==> src/design/chs_ram.sv <==
`timescale 1ns / 1ps
// ----------------------------------------------------------------------------
// chs_ram
// generic simple dual-port ram, one write port, registered read port
// ----------------------------------------------------------------------------
module chs_ram #(
    parameter int WIDTH = 8,
    parameter int DEPTH = 16
) (
    input  logic                     clk,
    input  logic                     we,
    input  logic [$clog2(DEPTH)-1:0] waddr,
    input  logic [WIDTH-1:0]         wdata,
    input  logic [$clog2(DEPTH)-1:0] raddr,
    output logic [WIDTH-1:0]         rdata
);

    logic [WIDTH-1:0] mem [DEPTH];
    logic [WIDTH-1:0] rdata_reg;

    always_ff @(posedge clk)
    begin
        if (we)
        begin
            mem[waddr] <= wdata;
        end
        rdata_reg <= mem[raddr];
    end

    assign rdata = rdata_reg;

endmodule

==> config.mk <==
export PLATFORM = sky130hd
export DESIGN_NAME = chs_ram
export DESIGN_NICKNAME = d
export VERILOG_FILES = /design/src/design/chs_ram.sv
export SDC_FILE = /design/constraint.sdc
export NUM_CORES = 1
export LEC_CHECK = 0
export BUFFER_PORTS_ARGS = -buffer_cell sky130_fd_sc_hd__buf_2
export CORE_AREA = 2 2 101 123
export CTS_CLUSTER_DIAMETER = 40
export DETAILED_ROUTE_END_ITERATION = 6
export DIE_AREA = 0 0 103 125
export GPL_TIMING_DRIVEN = 0
export PLACE_DENSITY_LB_ADDON = 0.25
export SYNTH_ARGS = -nofsm -noshare
export SYNTH_HDL_FRONTEND = slang
export SYNTH_SLANG_ARGS = --single-unit
==> constraint.sdc <==
create_clock -name clk -period 2 [get_ports clk]
set_clock_uncertainty 0.15 [all_clocks]
set_input_delay 0.1 -clock clk [delete_from_list [all_inputs] [get_ports clk]]
set_output_delay 0.1 -clock clk [all_outputs]
set_load 0.01 [all_outputs]
==> results of run 1 <==
==> logic make-up (layout without fill, tap and decap cells) <==
kind of cell,Yosys count,in the layout,share of synthesized area
buf+inv,10,75,0.01677
simple gates,35,35,0.03184
mux,32,32,0.1502
flops,136,136,0.7778
compound gates,16,16,0.02334
==> routing by layer <==
metal,GRT usage,vias to the layer above
li1,-,1078
met1,0.2136,1205
met5,0,-
met2,0.2750,59
met3,0.04863,12
met4,0.07353,0
==> stage by stage <==
stage          hold slack [ns]  TNS, ns  setup slack, ns  std cells    util
3_5_place_dp            0.3437   -3.374          -0.3365        414  0.4642
5_1_grt               0.002628        0           0.3291        455  0.5207
4_1_cts                 0.1109        0           0.1157        454  0.5196
2_1_floorplan          0.04887        0           0.2571        229       -
3_3_place_gp            0.3432   -2.995          -0.2915        414  0.4642
6_report              0.003223        0           0.3733        455  0.5207
==> final timing paths <==
kind / start / to / slack [ns]
hold reg to reg: mem[15][0] / rdata[0] / 0.52
setup reg to reg: mem[0][0] / rdata[0] / 0.37
hold / removal: waddr[0] / mem[0][7] / 0.003
setup / recovery: mem[0][0] / rdata[0] / 0.37
==> cell type report <==
| cell class | instances | share of cell area |
|---|---|---|
| plain buffers | 10 | 0.01407 |
| clock buffers | 23 | 0.07302 |
| clock inverters | 9 | 0.02040 |
| multi-input cells | 83 | 0.1732 |
| flip-flops and latches | 136 | 0.6527 |
| well taps | 161 | 0.03284 |
| repair buffers | 33 | 0.03386 |
==> report_power, final <==
part / switching, mW / internal, mW
registers: 0.0133 / 3.19
logic: 0.185 / 0.137
clock network: 1.07 / 1.95
==> cells in the mapped netlist <==
master and count:
a22oi_1 16, edfxtp_1 128, nand2_1 9, or3b_2 1, nand3b_1 2, dfxtp_1 8, nand3_1 1, buf_4 1
nor2_1 13, buf_2 3, mux4_1 14, and2_1 1, clkdlybuf4s25_2 3, and2b_1 1, buf_6 3, nand2b_1 2
nor3_1 4, mux4_2 18, nor2b_1 1
==> results.cfg, run 1 <==
[run_status]
status = finished clean

[clocking]
cts_setup_buffers = 0
h-tree-depth = 4
clkTransAtPathRegs_ns = 0.05
cts_hold_buf = 8
post_cts_resized = 0
clkLatencyLatePin_ns = 0.41
clockRootBuffer = clkbuf_16
tritoncts = yes
clockBufferDepth = 2
clkSinkCount = 136
cts_buffers = 17

[timing]
fin_crit_sh = 0.8134
hold_viol = 0
maxSlewViolCount = 0
period_minus_slack_ns = 1.627
setup_viol = 0
rsz0062_at_grt = no
tightest_slew_ns = 1.275
slew_headroom = 0.1435
fmax_mhz = 614.7

[layout]
final_cell_mix = edfxtp_1, buf_2, mux4_2, clkbuf_16, a22oi_1
fin_nets = 299
fillers = 982
area_growth_pct = 19.18
final_common_cell = edfxtp_1
final_layout_size_suffix_gt1_frac = 0.2721
multi_input_area_um2 = 1062
fin_area_um2 = 6135
largest_reg_flops = 128
num_antenna_cells = 0
seqCellArea_um2 = 4004

[detailed_routing]
wl_um = 9806
vias = 2354
drt-initial-drc-count = 177
met2_length_um = 5200
wl_met3_um = 332
wire_per_inst_um = 21.55
ant_nets = 0
wirelength_met1_um = 4066
via_per_inst = 5.174
drc = 0
top_layer = met4
dr.pass1.iters = 4

[worst_setup_path]
cp_slowest_cell = mux4_1
required_ns = 2.14
reg2reg_depth = 3
cp_cell_sequence = mux4_1 > a22oi_1 > nand2_1
arrival_ns = 1.76
worstSetupPathDepth = 3
slowest_delay_ns = 0.53
cp-start-kind = flop
cp_num_buf_inv = 0
path_class = flop to flop
cp-end-kind = flop
cp_top_family = multiplexers
cp_max_fo = 1

[yosys]
yosys.area.top_type_share = 0.7467
synth_cells = 229
ys_seq_area_frac = 0.7778
yosys_warnings = 0
netlist_top_cells_area = edfxtp_1, mux4_2, mux4_1, dfxtp_1, a22oi_1
avgSynthCellArea_um2 = 22.48
yosysTopAreaCell = edfxtp_1
synth_area_um2 = 5147
ys_seq_elements = 136
yosysUniqueCellTypes = 19
syn_nets = 247

[placement]
hpwl_um = 6212
placed_area_um2 = 5469
portBuffers = 24
place.gp.congestion = 0.7300

[power_and_ir_drop]
p_per_area_nw_per_um2 = 1066
finalPower_mw = 6.539
peakVddDrop_uv = 707.5
leakage_nw = 2.055

[floorplan]
fp.dieW_um = 103
start_util = 0.4369
die_y_um = 125
num_rows = 44
die-area_um2 = 12880
coreArea_um2 = 11780
io_pins = 26

[global_route]
grt_pass1_vias = 2451
grt_overflow = 0
grt.total_usage = 0.1702
grt_pass1_wl_um = 14720
grt_max_degree = 17
antenna_found_initial = 0

[worst_hold_path]
hold_path.class = input port to flop
whs_path_depth = 2

[job]
cap_violations = 0
Power figures use the tool's default switching activity.
==> run 2, diff against run 1 <==
Clock period 2 ns to 1.6 ns, I/O delays scaled along.
==> run 2 against run 1 <==
  * Critical path depth is the same
  * First-iteration DRC count is 12% lower
  * Cell count down 0.22%
  * Worst hold slack improved by 0.069 ns
  * Sequential share of layout area decreased by 0.70 points
  * Combinational power is 28% higher
  * Register-to-register slack worse by 0.33 ns
  * Clock power grew 35%
  * Total power up 30%
==> results.cfg, run 2 (synthesis results as in run 1) <==
[run_status]
status = finished clean

[floorplan]
coreArea_um2 = 11780
die_y_um = 125
fp.dieW_um = 103
num_rows = 44
die-area_um2 = 12880
io_pins = 26
start_util = 0.4369

[power_and_ir_drop]
p_per_area_nw_per_um2 = 1366
leakage_nw = 2.080
peakVddDrop_uv = 601.7
finalPower_mw = 8.471

[clocking]
clkSinkCount = 136
h-tree-depth = 4
clkLatencyLatePin_ns = 0.40
clockRootBuffer = clkbuf_16
tritoncts = yes
cts_setup_buffers = 0
clkTransAtPathRegs_ns = 0.06
clockBufferDepth = 2
cts_buffers = 17

[global_route]
grt_pass1_vias = 2524
grt_max_degree = 17
top_usage_layer = met2
grt.total_usage = 0.1722
use_met1 = 0.2251
antenna_found_initial = 0
met2_usage = 0.2716
grt_pass1_wl_um = 14940
grt_overflow = 0
use_met3 = 0.05031

[worst_setup_path]
arrival_ns = 1.69
path_class = flop to flop
cp-end-kind = flop
cp_max_fo = 1
cp-start-kind = flop
required_ns = 1.73

[layout]
fin_nets = 298
largest_reg_flops = 128
utilization = 0.5263
fillers = 947
final_layout_size_suffix_gt1_frac = 0.2901
final_common_cell = edfxtp_1
fin_cells = 454
final_cell_mix = edfxtp_1, buf_2, mux4_2, clkbuf_16, mux4_1
num_antenna_cells = 0
area_growth_pct = 20.47

[detailed_routing]
via_per_inst = 5.333
ant_nets = 0
vias = 2421
drt-initial-drc-count = 155
wire_per_inst_um = 21.71
wl_um = 9857
drc = 0
dr.pass1.iters = 5

[timing]
fin_crit_sh = 0.9748
rsz0062_at_grt = no
setup_viol = 0
slew_headroom = 0.4446
hold_viol = 0
period_minus_slack_ns = 1.560
fmax_mhz = 641.1
maxSlewViolCount = 0
tightest_slew_ns = 0.8300

[placement]
portBuffers = 24
dp_cells = 414
place.gp.congestion = 0.7974
hpwl_um = 6270

[job]
cap_violations = 0

[worst_hold_path]
hold_path.class = input port to flop
-- run 2: changes by cell type in the layout (fill, tap and decap cells not counted), sizes merged --
cell      delta
clkinv       +2
clkinvlp     -1
bufinv       +2
clkbuf       -4
-- run 2: final cells by class --
cell class,count,area (µm²),area share
Multi-Input combinational cell,83,1092,0.1762
Tap cell,161,201.4,0.03249
Clock buffer,20,436.7,0.07042
Sequential cell,136,4004,0.6457
Timing Repair Buffer,32,200.2,0.03228
Clock inverter,12,180.2,0.02906
Buffer,10,86.33,0.01392
-- run 2: where the power goes --
group	total (mW)	leakage [nW]	switching [mW]	internal, mW
Sequential	4.00	1.22	0.0167	3.99
Combinational	0.411	0.554	0.238	0.174
Clock	4.06	0.302	1.32	2.73
-- run 2: per-layer routing --
| layer | share of wire | wire length, µm |
|---|---|---|
| met3 | 0.068 | 671 |
| met4 | 0.019 | 187 |
| met1 | 0.39 | 3852 |
| met5 | 0 | 0 |
| met2 | 0.52 | 5147 |
-- run 2: final timing paths --
path,startpoint,to,slack (ns),cells after the start
setup / recovery,mem[3][7],rdata[7],0.04,3
setup reg to reg,mem[3][7],rdata[7],0.04,3
hold reg to reg,mem[14][0],rdata[0],0.53,3
hold / removal,waddr[1],mem[4][0],0.07,2
-- run 2: what timing repair did --
action                                 4_1_cts  5_1_grt
endpoints found under the hold margin      128        0
gates resized for setup                      1        5
pin swaps                                    0        0
hold buffers                                 8        0
setup endpoints to repair                    8       19
gates cloned                                 0        0
-- run 2: worst max-delay path, stage by stage, from the launching register on --
cell and delay, ns:
edfxtp_1 0.36, mux4_2 0.48, a22oi_1 0.34, nand2_1 0.10
-- run 2: stage by stage --
stage	setup WS, ns	area [µm²]	TNS [ns]	hold slack, ns
6_report	0.04025	6201	0	0.07264
3_5_place_dp	-0.4644	5474	-23.54	0.3242
3_3_place_gp	-0.5105	5474	-22.54	0.3235
2_1_floorplan	0.1039	5152	0	0.02887
4_1_cts	0.01204	6176	0	0.02764
5_1_grt	0.01767	6201	0	0.06452
==> run 3, diff against run 2 <==
Clock period 1.6 ns to 1.3 ns, I/O delays scaled along.
==> run 3 against run 2 <==
  * The run now ends with negative setup slack left
  * Flip-flop and latch count unchanged
  * Routed wire length rose by 0.11%
  * Worst hold slack got worse by 0.067 ns
  * Via count decreased by 1.2%
  * Global-route usage fell by 0.24 points
  * Die area is the same
  * First-iteration DRC count up 5.2%
  * Sequential power rose by 23%
  * Total power up 20%
  * Count of clock-buffer cells in the layout down 3
  * Critical path depth unchanged
  * Critical endpoint is now rdata[5]
  * Largest power group is now sequential cells
==> results.cfg, run 3 (synthesis results as in run 1) <==
[worst_hold_path]
hold_start = waddr[1]
hold_end = mem[0][0]
hold_path.class = input port to flop
whs_path_depth = 2

[worst_setup_path]
required_ns = 1.43
reg2reg_depth = 3
cp-start-kind = flop
startpoint = mem[1][5]
cp_cell_sequence = mux4_2 > a22oi_2 > nand2_1
cp_slowest_cell = mux4_2
r2r-end = rdata[5]
worstReg2RegStart = mem[1][5]
cp-end-kind = flop
cp_num_buf_inv = 0
cp_top_family = multiplexers
path_class = flop to flop
cp_max_fo = 1
arrival_ns = 1.62
regToRegSetupSlack_ns = -0.19
slowest_delay_ns = 0.50

[clocking]
cts_setup_buffers = 0
clkTransAtPathRegs_ns = 0.06
clockRootBuffer = clkbuf_16
clkLatencyLatePin_ns = 0.41
clockBufferDepth = 2
clkSinkCount = 136
cts_buffers = 17
tritoncts = yes
h-tree-depth = 4

[layout]
utilization = 0.5267
final_layout_size_suffix_gt1_frac = 0.3925
num_antenna_cells = 0
largest_reg_flops = 128
fin_area_um2 = 6205
area_growth_pct = 20.54
final_common_cell = edfxtp_1
final_cell_mix = edfxtp_1, buf_2, mux4_2, clkbuf_16, nor2_2
fin_nets = 298

[timing]
tightest_slew_ns = 0.8013
setup_viol = 8
rsz0062_at_grt = yes
hold_viol = 0
slew_headroom = 0.4638
maxSlewViolCount = 0
finalWorstSetupSlack_ns = -0.1891
holdWs_ns = 0.006135
period_minus_slack_ns = 1.489
fmax_mhz = 671.6
fin_crit_sh = 1.145

[run_status]
violations = negative setup slack
status = finished with violations

[detailed_routing]
vias = 2393
wire_per_inst_um = 21.74
via_per_inst = 5.271
met2_length_um = 5145
drt-initial-drc-count = 163
wirelength_met1_um = 4167
ant_nets = 0
drc = 0
top_layer = met4
wl_um = 9868
wl_met3_um = 423
dr.pass1.iters = 4

[placement]
place.gp.congestion = 0.7478
portBuffers = 24
placed_area_um2 = 5513
hpwl_um = 6244
place_worst_setup_slack_ns = -0.4095

[power_and_ir_drop]
leakage_nw = 2.023
finalPower_mw = 10.13
p_per_area_nw_per_um2 = 1633
peakVddDrop_uv = 765.5

[global_route]
grt_pass1_vias = 2428
grt_max_degree = 17
grt.total_usage = 0.1698
antenna_found_initial = 0
grt_overflow = 0
grt_pass1_wl_um = 14750

[floorplan]
fp.dieW_um = 103
die-area_um2 = 12880
coreArea_um2 = 11780
num_rows = 44
start_util = 0.4369
io_pins = 26
die_y_um = 125

[job]
cap_violations = 0
==> run 3: cell count changes in the layout (fill, tap and decap cells not counted), sizes merged <==
| cell | previous run | this run |
|---|---|---|
| bufinv | 5 | 3 |
| clkbuf | 20 | 17 |
| clkinvlp | 0 | 5 |
==> run 3: report_power, final <==
| part | internal [mW] | switching (mW) |
|---|---|---|
| Sequential | 4.90 | 0.0218 |
| Combinational | 0.227 | 0.306 |
| Clock | 2.98 | 1.70 |
==> run 3: final cells by class <==
cell class | count | area (µm²)
Timing Repair Buffer | 32 | 200.2
Buffer | 10 | 93.84
Fill cell | 961 | 5577
Sequential cell | 136 | 4004
Clock inverter | 15 | 160.2
Clock buffer | 17 | 425.4
Tap cell | 161 | 201.4
Multi-Input combinational cell | 83 | 1120
==> run 3: how the worst max path moves through the flow <==
stage                      to  slack, ns  cells past startpoint
CTS                  rdata[1]      -0.16                      3
floorplan            rdata[1]      -0.05                      5
finish               rdata[5]      -0.19                      3
detailed placement  mem[9][2]      -0.41                      3
global placement    mem[9][2]      -0.37                      3
global route         rdata[4]      -0.20                      3
==> run 3: worst register-to-register path, cell delays in order (launching register included) <==
cell	delay, ns
edfxtp_1	0.39
mux4_2	0.50
a22oi_2	0.21
nand2_1	0.10
==> run 3: routing by layer <==
metal,vias to the layer above,track usage
met4,0,0.06502
met3,11,0.04248
met2,65,0.2609
met1,1247,0.2355
met5,-,0
li1,1070,-
==> run 3: through the flow <==
stage	instances	TNS (ns)
6_report	454	-1.205
3_5_place_dp	414	-43.50
5_1_grt	454	-1.835
2_1_floorplan	229	-0.5170
4_1_cts	454	-1.099
3_3_place_gp	414	-43.51
==> run 3: repair_timing <==
item                                   CTS  global route
resized for setup                       16             9
setup endpoints to repair                8            56
endpoints found under the hold margin  134             0
pin swaps                                8             0
hold buffers                             8             0
